--- src/rtl/bts_pkg.sv ---
package bts_pkg;

  localparam int KIND_W = 2;
  localparam int TSEL_W = 2;
  localparam int SLOT_W = 3;
  localparam int VAL_W  = 16;

  localparam int TUNES_DEFAULT          = 4;
  localparam int NOTES_PER_TUNE_DEFAULT = 8;

  localparam logic [VAL_W-1:0] UNIT_TICKS_RESET = 16'd1000;

  typedef enum logic [KIND_W-1:0] {
    KIND_TICK  = 2'd0,
    KIND_LOAD  = 2'd1,
    KIND_START = 2'd2
  } kind_t;

  typedef enum logic [1:0] {
    PH_WAIT  = 2'd0,
    PH_PLAY  = 2'd1,
    PH_PAUSE = 2'd2
  } phase_t;

  typedef struct packed {
    logic [VAL_W-1:0] gap;
    logic [VAL_W-1:0] dur;
    logic [VAL_W-1:0] per;
  } note_t;

endpackage

--- src/rtl/bts_note_mem.sv ---
module bts_note_mem #(
  parameter int DEPTH = 32,
  parameter int AW    = 5
) (
  input  logic          clk,
  input  logic          we,
  input  logic [AW-1:0] waddr,
  input  bts_pkg::note_t wdata,
  input  logic [AW-1:0] raddr,
  output bts_pkg::note_t rdata
);
  import bts_pkg::*;

  note_t mem [DEPTH];

  always_ff @(posedge clk) begin
    if (we) begin
      mem[waddr] <= wdata;
    end
  end

  // write-through so a load to the note being read is seen next cycle
  always_ff @(posedge clk) begin
    if (we && (waddr == raddr)) begin
      rdata <= wdata;
    end else begin
      rdata <= mem[raddr];
    end
  end

endmodule

--- src/rtl/buzzer_tune_sequencer_top.sv ---
// channel  | direction | handshake              | payload
// ---------+-----------+------------------------+---------------------------------------------
// input    | in        | in_valid / in_stall    | kind tune_select slot tone_period tone_length
//          |           |                        | gap_length final_slot
// result   | out       | out_valid / out_stall  | tone_out phase note_now tune_done
// config   | in        | cfg_valid / cfg_ready  | unit_ticks
//
// one item per cycle while the result is not stalled: each transfer is worked into the result register,
// the note of the current tune is read ahead from the note memory at the next-state address.
// rst is synchronous; after reset the block waits with every tune one note long.
// in_stall follows out_stall only while a result is held; cfg_ready is always high.
module buzzer_tune_sequencer_top #(
  parameter int TUNES          = bts_pkg::TUNES_DEFAULT,
  parameter int NOTES_PER_TUNE = bts_pkg::NOTES_PER_TUNE_DEFAULT
) (
  input  logic                       clk,
  input  logic                       rst,
  input  logic                       in_valid,
  output logic                       in_stall,
  input  logic [bts_pkg::KIND_W-1:0] kind,
  input  logic [bts_pkg::TSEL_W-1:0] tune_select,
  input  logic [bts_pkg::SLOT_W-1:0] slot,
  input  logic [bts_pkg::VAL_W-1:0]  tone_period,
  input  logic [bts_pkg::VAL_W-1:0]  tone_length,
  input  logic [bts_pkg::VAL_W-1:0]  gap_length,
  input  logic                       final_slot,
  output logic                       out_valid,
  input  logic                       out_stall,
  output logic                       tone_out,
  output logic [1:0]                 phase,
  output logic [bts_pkg::SLOT_W-1:0] note_now,
  output logic                       tune_done,
  input  logic                       cfg_valid,
  output logic                       cfg_ready,
  input  logic [bts_pkg::VAL_W-1:0]  unit_ticks
);
  import bts_pkg::*;

  localparam int DEPTH = TUNES * NOTES_PER_TUNE;
  localparam int AW    = (DEPTH > 1) ? $clog2(DEPTH) : 1;
  localparam int TIW   = (TUNES > 1) ? $clog2(TUNES) : 1;

  logic [VAL_W-1:0]  unit_ticks_reg;
  phase_t            phase_reg, phase_next;
  logic [TSEL_W-1:0] active_tune, active_tune_next;
  logic [SLOT_W-1:0] note_pos, note_pos_next;
  logic [VAL_W-1:0]  tone_count, tone_count_next;
  logic [VAL_W-1:0]  unit_prescale, unit_prescale_next;
  logic [VAL_W-1:0]  unit_count, unit_count_next;
  logic [SLOT_W-1:0] tune_last [TUNES];

  logic              in_accept;
  logic              load_ok, start_ok;
  note_t             cur_note, load_note;
  logic [AW-1:0]     waddr, raddr;
  logic [VAL_W-1:0]  units, ut;
  logic              unit_wrap, ends, advance;
  logic              tone_c, done_c;

  assign cfg_ready = 1'b1;
  assign in_stall  = out_valid && out_stall;
  assign in_accept = in_valid && !in_stall;

  assign load_ok  = (kind == KIND_LOAD) && (32'(tune_select) < TUNES)
                    && (32'(slot) < NOTES_PER_TUNE);
  assign start_ok = (kind == KIND_START) && (32'(tune_select) < TUNES);

  assign load_note = '{gap: gap_length, dur: tone_length, per: tone_period};
  assign waddr = AW'(32'(tune_select) * NOTES_PER_TUNE + 32'(slot));
  assign raddr = AW'(32'(active_tune_next) * NOTES_PER_TUNE + 32'(note_pos_next));

  bts_note_mem #(
    .DEPTH (DEPTH),
    .AW    (AW)
  ) u_note_mem (
    .clk   (clk),
    .we    (in_accept && load_ok),
    .waddr (waddr),
    .wdata (load_note),
    .raddr (raddr),
    .rdata (cur_note)
  );

  // timing of the current note
  assign ut        = (unit_ticks_reg == '0) ? VAL_W'(1) : unit_ticks_reg;
  assign units     = (phase_reg == PH_PLAY) ? cur_note.dur : cur_note.gap;
  assign unit_wrap = ({1'b0, unit_prescale} + (VAL_W+1)'(1)) >= {1'b0, ut};
  assign ends      = unit_wrap && (unit_count >= units);
  assign advance   = (note_pos < tune_last[TIW'(active_tune)])
                     && ((32'(note_pos) + 1) < NOTES_PER_TUNE);

  // next state
  always_comb begin
    phase_next         = phase_reg;
    active_tune_next   = active_tune;
    note_pos_next      = note_pos;
    tone_count_next    = tone_count;
    unit_prescale_next = unit_prescale;
    unit_count_next    = unit_count;
    if (in_accept) begin
      unique case (kind)
        KIND_TICK: begin
          if (phase_reg != PH_WAIT) begin
            if (phase_reg == PH_PLAY) begin
              tone_count_next = (tone_count >= cur_note.per) ? '0 : tone_count + 1'b1;
            end
            if (unit_wrap) begin
              unit_prescale_next = '0;
              if (!ends) begin
                unit_count_next = unit_count + 1'b1;
              end
            end else begin
              unit_prescale_next = unit_prescale + 1'b1;
            end
            if (ends) begin
              tone_count_next    = '0;
              unit_prescale_next = '0;
              unit_count_next    = '0;
              if (phase_reg == PH_PLAY) begin
                phase_next = PH_PAUSE;
              end else if (advance) begin
                note_pos_next = note_pos + 1'b1;
                phase_next    = PH_PLAY;
              end else begin
                phase_next = PH_WAIT;
              end
            end
          end
        end
        KIND_START: begin
          if (start_ok) begin
            active_tune_next   = tune_select;
            note_pos_next      = '0;
            phase_next         = PH_PLAY;
            tone_count_next    = '0;
            unit_prescale_next = '0;
            unit_count_next    = '0;
          end
        end
        default: begin
        end
      endcase
    end
  end

  // result of the item
  always_comb begin
    tone_c = 1'b0;
    done_c = 1'b0;
    if (kind == KIND_TICK) begin
      tone_c = (phase_reg == PH_PLAY) && (tone_count < (cur_note.per >> 1));
      done_c = (phase_reg == PH_PAUSE) && ends && !advance;
    end
  end

  always_ff @(posedge clk) begin
    if (rst) begin
      unit_ticks_reg <= UNIT_TICKS_RESET;
      phase_reg      <= PH_WAIT;
      active_tune    <= '0;
      note_pos       <= '0;
      tone_count     <= '0;
      unit_prescale  <= '0;
      unit_count     <= '0;
      for (int i = 0; i < TUNES; i++) begin
        tune_last[i] <= '0;
      end
      out_valid      <= 1'b0;
    end else begin
      if (cfg_valid && cfg_ready) begin
        unit_ticks_reg <= unit_ticks;
      end
      phase_reg     <= phase_next;
      active_tune   <= active_tune_next;
      note_pos      <= note_pos_next;
      tone_count    <= tone_count_next;
      unit_prescale <= unit_prescale_next;
      unit_count    <= unit_count_next;
      if (in_accept && load_ok && final_slot) begin
        tune_last[TIW'(tune_select)] <= slot;
      end
      if (in_accept) begin
        out_valid <= 1'b1;
      end else if (!out_stall) begin
        out_valid <= 1'b0;
      end
    end
  end

  // tick reports the cycle before it advances, other items report the new state
  always_ff @(posedge clk) begin
    if (in_accept) begin
      tone_out  <= tone_c;
      tune_done <= done_c;
      phase     <= (kind == KIND_TICK) ? phase_reg : phase_next;
      note_now  <= (kind == KIND_TICK) ? note_pos : note_pos_next;
    end
  end

endmodule

--- config.mk ---
export PLATFORM = sky130hd
export DESIGN_NAME = buzzer_tune_sequencer_top
export DESIGN_NICKNAME = d
export VERILOG_FILES = /design/src/rtl/bts_pkg.sv /design/src/rtl/bts_note_mem.sv /design/src/rtl/buzzer_tune_sequencer_top.sv
export SDC_FILE = /design/constraint.sdc
export NUM_CORES = 2
export LEC_CHECK = 0
export ABC_AREA = 1
export BUFFER_PORTS_ARGS = -buffer_cell sky130_fd_sc_hd__clkbuf_2
export CORE_MARGIN = 2
export CORE_UTILIZATION = 57
export DETAILED_ROUTE_END_ITERATION = 6
export PLACE_DENSITY = 0.75
export SLEW_MARGIN = 20
export SYNTH_ARGS = -nofsm -noshare
export SYNTH_HDL_FRONTEND = slang
export SYNTH_SLANG_ARGS = --single-unit
--- constraint.sdc ---
create_clock -name clk -period 5.7 [get_ports clk]
set_clock_uncertainty 0.05 [all_clocks]
set_input_delay 0.855 -clock clk [delete_from_list [all_inputs] [get_ports clk]]
set_output_delay 0.855 -clock clk [all_outputs]
set_load 0.02 [all_outputs]
-- After elaboration in Yosys (flattened, before gate mapping)
Memories as Yosys holds them, arrays and structs flattened. A register that Yosys moved wholly into a read port is not among the register bits.
Cells that the tools add are included.
- bits in registers: 79
- memory bits (writable): 1548
- memories kept: 2
- memory list (memory ; words ; bits a word ; read ports ; clocked after memory_dff ; wr ports ; line ; source):
    u_note_mem.mem ; 32 ; 48 ; 1 ; 1 ; 1 ; bts_note_mem.sv:14 ; note_t mem [DEPTH];
    tune_last ; 4 ; 3 ; 1 ; 1 ; 4 ; buzzer_tune_sequencer_top.sv:50 ; logic [SLOT_W-1:0] tune_last [TUNES];
- $add $sub $neg: 8
- order comparisons: 6
- equal/unequal tests: 8
- mux-type cells: 44
- reduce and logical (&&, ||, !) cells: 19
- operators by type and width (kind ; number):
    $mux W16 ; 12
    $pmux W16 S2 ; 3
    $add A16 B1 Y16 const B ; 3
    $ge A16 B16 Y1 ; 2
    $mux W3 ; 7
    $mux W2 ; 9
    $add A16 B1 Y17 const B ; 1
    $ge A17 B16 Y1 ; 1
    $logic_not A16 Y1 ; 1
    $lt A16 B15 Y1 ; 1
    $mux W1 ; 11
    $add A5 B3 Y5 ; 2
    $logic_and A1 B1 Y1 ; 9
    $reduce_and A4 Y1 ; 2
    $ne A3 B3 Y1 const B ; 2
    $pmux W3 S2 ; 1
    $add A3 B1 Y4 const B ; 1
    $eq A2 B1 Y1 const B ; 2
    $eq A2 B2 Y1 const B ; 2
    $lt A4 B4 Y1 const B ; 1
    $pmux W2 S2 ; 1
    $reduce_bool A2 Y1 ; 2
    $add A3 B1 Y3 const B ; 1
    $lt A3 B3 Y1 ; 1
    6 further kinds ; 7

-- Logic depth before layout (Yosys ltp)
- depth in word-level cells: 10
- depth in mapped cells: 26

-- By module
A second synthesis with hierarchy kept.
- cell total of the unflattened synthesis: 6204
- area, all modules: 68771.0 um^2
- by module, submodules not included (module ; times used ; cells an instance ; area each (um^2) ; sequential area each (um^2)):
    bts_note_mem ; 1 ; 5236 ; 62108.3 ; 46224.3
    buzzer_tune_sequencer_top ; 1 ; 968 ; 6662.6 ; 2011.9

-- Least setup slack after synthesis
No wires, ideal clock.
- kind: in2reg
- from: input out_stall
- to: memory u_note_mem.mem[0][0] (netlist bit), enable pin
- data arrival time: 3987 ps
- slack: 1209 ps
- stages on the path: 7
- path buffers: 0
- cell sequence: nand2_1 inv_2 nor2_4 inv_1 nor3_1 nand3_1 nor2_1
- longest elaborated chain between the ends: 6
- RTL lines (item ; line ; source):
    start, declared ; buzzer_tune_sequencer_top.sv:28 ; input logic out_stall,
    $logic_and A1 B1 Y1 ; buzzer_tune_sequencer_top.sv:61 ; assign in_stall = out_valid && out_stall;
    net in_stall ; buzzer_tune_sequencer_top.sv:19 ; output logic in_stall,
    $logic_not A1 Y1 ; buzzer_tune_sequencer_top.sv:62 ; assign in_accept = in_valid && !in_stall;
    $logic_and A1 B1 Y1 ; buzzer_tune_sequencer_top.sv:62 ;
    net in_accept ; buzzer_tune_sequencer_top.sv:52 ; logic in_accept;
    $logic_and A1 B1 Y1 ; buzzer_tune_sequencer_top.sv:77 ; .we (in_accept && load_ok),
    $mux W1 ; bts_note_mem.sv:17 ; if (we) begin
    $mux W1 (implied by the code) ; bts_note_mem.sv:18 ; mem[waddr] <= wdata;
    end, declared ; bts_note_mem.sv:14 ;
The timed path passes the listed nets, and every way through them passes these cells.

==> impl_table.tex <==
\begin{tabular}{lr}
\hline
Metric & Value \\
\hline
\multicolumn{2}{l}{\textbf{Die}} \\
\quad Die area & 0.119 mm² \\
\quad Initial Utilization & 57.6\% \\
\quad Chip Height & 344 µm \\
\quad Area of the core region & 0.115 mm² \\
\quad Width of the die & 344 µm \\
\quad \# IOs & 87 \\
\quad Row cnt & 124 \\
\multicolumn{2}{l}{\textbf{Drt}} \\
\quad Vias per cell & 6.49 \\
\quad Initial detailed-routing violation count & 6922 \\
\quad Via Count & 44900 \\
\quad Routed wire length & 178 mm \\
\quad Count of unresolved DRC violations after routing & 1 \\
\quad Number of nets still failing antenna checks after routing & 0 \\
\quad Count of TritonRoute iterations in the first routing pass & 7 \\
\quad Routed length per instance & 25.8 µm \\
\multicolumn{2}{l}{\textbf{Synth}} \\
\quad Post-synthesis instance total & 5230 \\
\quad Fraction of registers with async set/reset & 0\% \\
\quad Area of the mapped netlist & 0.0661 mm² \\
\quad Most common cell in the netlist & sky130\_fd\_sc\_hd\_\_edfxtp\_1 \\
\quad Synth cell types & 48 \\
\quad Ys Warns & 0 \\
\quad Synthesized Nets & 5375 \\
\quad Sequential area share after synthesis & 73.0\% \\
\quad Post-synth EDFFs & 1555 \\
\quad Top post-synthesis cells by area & sky130\_fd\_sc\_hd\_\_edfxtp\_1 (71\%), sky130\_fd\_sc\_hd\_\_o21ai\_0 (6.9\%), sky130\_fd\_sc\_hd\_\_nor2\_1 (5.9\%) \\
\quad Seq cells post-synth & 1632 \\
\quad Average cell area after synthesis & 12.6 µm² \\
\quad Area share of the largest cell type after synthesis & 70.7\% \\
\quad Post-synthesis cell type with the largest combined area & sky130\_fd\_sc\_hd\_\_edfxtp\_1 \\
\quad Commonest cells post-synth & sky130\_fd\_sc\_hd\_\_edfxtp\_1 (1555), sky130\_fd\_sc\_hd\_\_nor2\_1 (1043), sky130\_fd\_sc\_hd\_\_o21ai\_0 (915) \\
\quad Commonest register cell after synthesis & sky130\_fd\_sc\_hd\_\_edfxtp\_1 \\
\multicolumn{2}{l}{\textbf{Power}} \\
\quad Fraction of power spent switching nets & 21.0\% \\
\quad Static power due to leakage & 24.5 nW \\
\quad Power Density & 328 mW/mm² \\
\quad Maximum vdd drop & 0.319 mV \\
\quad Final Power & 0.0242 W \\
\quad Int Pwr & 0.0191 W \\
\quad Net switching power figure & 0.00507 W \\
\quad Sequential cell fraction of total power & 54.6\% \\
\quad Proportion of power drawn by combinational gates & 2.6\% \\
\quad Fraction of power consumed by the clock network & 42.8\% \\
\multicolumn{2}{l}{\textbf{Global routing}} \\
\quad Total congestion overflow & 0 \\
\quad Vias in the first global route & 42300 \\
\quad Total GRT Usage & 29.8\% \\
\quad Pin count of the biggest net entering global routing & 199 \\
\quad Global-route wire length before repair & 263 mm \\
\quad Initial antenna violation count & 8 \\
\multicolumn{2}{l}{\textbf{CTS}} \\
\quad Root Buffer Master & sky130\_fd\_sc\_hd\_\_clkbuf\_16 \\
\quad Hold buffer count at CTS & 0 \\
\quad Total clock buffers created by CTS & 163 \\
\quad Post-cts gate resize count & 0 \\
\quad TritonCTS clock tree & built \\
\quad Max Root-Sink Buffers & 3 \\
\quad Number of levels the H-tree was split into & 4 \\
\quad Number of buffers added for setup after CTS & 0 \\
\quad Insertion delay of the later-clocked pin in the worst-skew pair & 0.80 ns \\
\quad Clock transition at path regs & 0.06 ns \\
\quad Clk sink count & 1632 \\
\multicolumn{2}{l}{\textbf{Cells and area}} \\
\quad Post-layout instance area & 0.0737 mm² \\
\quad Number of nets in the final layout & 5399 \\
\quad Fill cell count & 8054 \\
\quad Layout Cells excl Fill & 6912 \\
\quad Number of flip-flops in the largest register & 1536 \\
\quad Largest register by flop count & u\_note\_mem.mem \\
\quad Proportion of layout cells with a drive suffix above 1 & 9.33\% \\
\quad Signed area change from the synthesized netlist to the final layout & 11.6\% \\
\multicolumn{2}{l}{\textbf{Status}} \\
\quad Run status & finished with violations \\
\quad Failing checks & DRC \\
\multicolumn{2}{l}{\textbf{Placed design}} \\
\quad Worst slack after detailed placement & 1.07 ns \\
\quad Total instance count after detailed placement & 6601 \\
\quad Final weighted congestion in routability-driven placement & 0.862 \\
\quad Post-detailed-placement half-perimeter wirelength & 90.5 mm \\
\quad Count of buffers from port buffering & 85 \\
\quad Post-DP Area & 0.0685 mm² \\
\multicolumn{2}{l}{\textbf{Timing}} \\
\quad Final critical-path share of the clock period & 83.3\% \\
\quad Minimum period implied by the final worst setup slack & 4.75 ns \\
\quad Worst slew pin tran & 1.13 ns \\
\quad Final setup violating endpoints & 0 \\
\quad Setup repair after global routing missed its margin & false \\
\quad Rel. slew slack & 24.4\% \\
\quad Final-report hold violation count & 0 \\
\quad Crit path setup slack, layout & 0.954 ns \\
\quad Setup\_tns & 0 ns \\
\quad Highest clock frequency the design can meet & 211 MHz \\
\quad Final Max Slew Viols & 0 \\
\multicolumn{2}{l}{\textbf{Setup path}} \\
\quad CP Data Required Time & 6.35 ns \\
\quad Kind of end point of the critical path & flop \\
\quad Critical path arrival & 5.39 ns \\
\quad WS Path Type & flop to flop \\
\quad Largest driver fanout on the critical path & 137 \\
\quad Kind of launch point of the worst setup path & flop \\
\multicolumn{2}{l}{\textbf{Min path}} \\
\quad Path class of the lowest-slack min-delay path & input port to flop \\
\multicolumn{2}{l}{\textbf{Run}} \\
\quad MaxCap Viol Count & 0 \\
\hline
\end{tabular}
[metal layers]
metal | up-vias | GRT usage, % | part of all wire, %
met3 | 472 | 6.80 | 13
met4 | 6 | 11.6 | 3.5
met5 | - | 0 | 0.023
met2 | 3086 | 45.5 | 46
met1 | 21800 | 42.1 | 38
li1 | 19500 | - | -
[worst paths after layout]
check	start	endpoint	slack, ns	depth (start not counted)
min reg2reg	unit_ticks_reg[9]	unit_ticks_reg[9]	0.43	2
max reg2reg	flop	unit_count[3]	0.95	23
min	unit_ticks[3]	unit_ticks_reg[3]	0.26	3
max	flop	unit_count[3]	0.95	23
[cells in the final DEF, fill, tap and decap left out, types with 17 or more instances in the layout]
| master | instances |
|---|---|
| sky130_fd_sc_hd__edfxtp_1 | 1555 |
| sky130_fd_sc_hd__nand3_1 | 105 |
| sky130_fd_sc_hd__buf_12 | 33 |
| sky130_fd_sc_hd__o22ai_1 | 295 |
| sky130_fd_sc_hd__o221ai_1 | 128 |
| sky130_fd_sc_hd__inv_1 | 109 |
| sky130_fd_sc_hd__o211ai_1 | 18 |
| sky130_fd_sc_hd__nor3_1 | 17 |
| sky130_fd_sc_hd__xor2_1 | 22 |
| sky130_fd_sc_hd__dfxtp_1 | 72 |
| sky130_fd_sc_hd__nor2_4 | 36 |
| sky130_fd_sc_hd__clkinv_1 | 39 |
| sky130_fd_sc_hd__clkbuf_2 | 85 |
| sky130_fd_sc_hd__a21oi_1 | 98 |
| sky130_fd_sc_hd__nand2_1 | 283 |
| sky130_fd_sc_hd__clkbuf_16 | 166 |
| sky130_fd_sc_hd__nor2_1 | 1010 |
| sky130_fd_sc_hd__nand4_1 | 17 |
| sky130_fd_sc_hd__buf_4 | 92 |
| sky130_fd_sc_hd__clkinv_2 | 23 |
| sky130_fd_sc_hd__a31oi_1 | 17 |
| sky130_fd_sc_hd__clkbuf_1 | 45 |
| sky130_fd_sc_hd__o21ai_0 | 915 |
| sky130_fd_sc_hd__ha_1 | 68 |
[stage by stage]
step	hold WS [ns]	util, %
finish	0.257	64.3
global route	0.269	64.3
CTS	0.219	64.3
detailed placement	0.424	59.8
global placement	0.422	59.8
floorplan	0.400	-
[power by group through the flow]
stage / Sequential [W] / Combinational (W) / Clock [W]
floorplan: 0.0134 / 0.000271 / 0
global placement: 0.0134 / 0.000608 / 0
detailed placement: 0.0134 / 0.000622 / 0
CTS: 0.0132 / 0.000626 / 0.0104
global route: 0.0132 / 0.000689 / 0.0109
finish: 0.0132 / 0.000639 / 0.0103
[critical path: stages (launching register included)]
cell                       delay [ns]
sky130_fd_sc_hd__dfxtp_4         0.40
sky130_fd_sc_hd__inv_8           0.60
sky130_fd_sc_hd__buf_4           0.35
sky130_fd_sc_hd__o21ai_0         0.11
sky130_fd_sc_hd__o22ai_1         0.18
sky130_fd_sc_hd__o21ai_0         0.10
sky130_fd_sc_hd__o21bai_1        0.25
sky130_fd_sc_hd__o311ai_0        0.14
sky130_fd_sc_hd__nand3_1         0.18
sky130_fd_sc_hd__nand2_1         0.15
sky130_fd_sc_hd__inv_1           0.08
sky130_fd_sc_hd__ha_1            0.29
sky130_fd_sc_hd__a21oi_1         0.15
sky130_fd_sc_hd__o21ai_0         0.10
sky130_fd_sc_hd__nand2_1         0.07
sky130_fd_sc_hd__nand2_1         0.04
sky130_fd_sc_hd__nand2_1         0.05
sky130_fd_sc_hd__o211ai_1        0.10
sky130_fd_sc_hd__buf_4           0.20
sky130_fd_sc_hd__nand2_4         0.21
sky130_fd_sc_hd__inv_2           0.15
sky130_fd_sc_hd__o21ai_4         0.23
sky130_fd_sc_hd__nand2_4         0.17
sky130_fd_sc_hd__a21oi_1         0.17
[logic make-up (layout without fill, tap and decap cells)]
group           after synthesis  count (layout)  synth area share, %
flops                      1632            1632                 73.0
compound gates             1527            1527                 13.3
simple gates               1500            1500                 9.06
buf+inv                     473             634                 2.95
fa+ha+maj                    68              68                 1.29
xor+xnor                     29              29                0.385
other cells                   1              10              0.00568
[final cells by class]
cell class / instances / area, µm² / area share [%]
well taps: 1512 / 1890 / 2.57
multi-input cells: 3125 / 16100 / 21.9
flip-flops and latches: 1632 / 48300 / 65.5
clock inverters: 91 / 827 / 1.12
inverters: 122 / 485 / 0.659
diodes: 9 / 22.5 / 0.0306
clock buffers: 211 / 4320 / 5.87
repair buffers: 210 / 1780 / 2.41
Note: power is estimated with default switching activity, not from simulation.
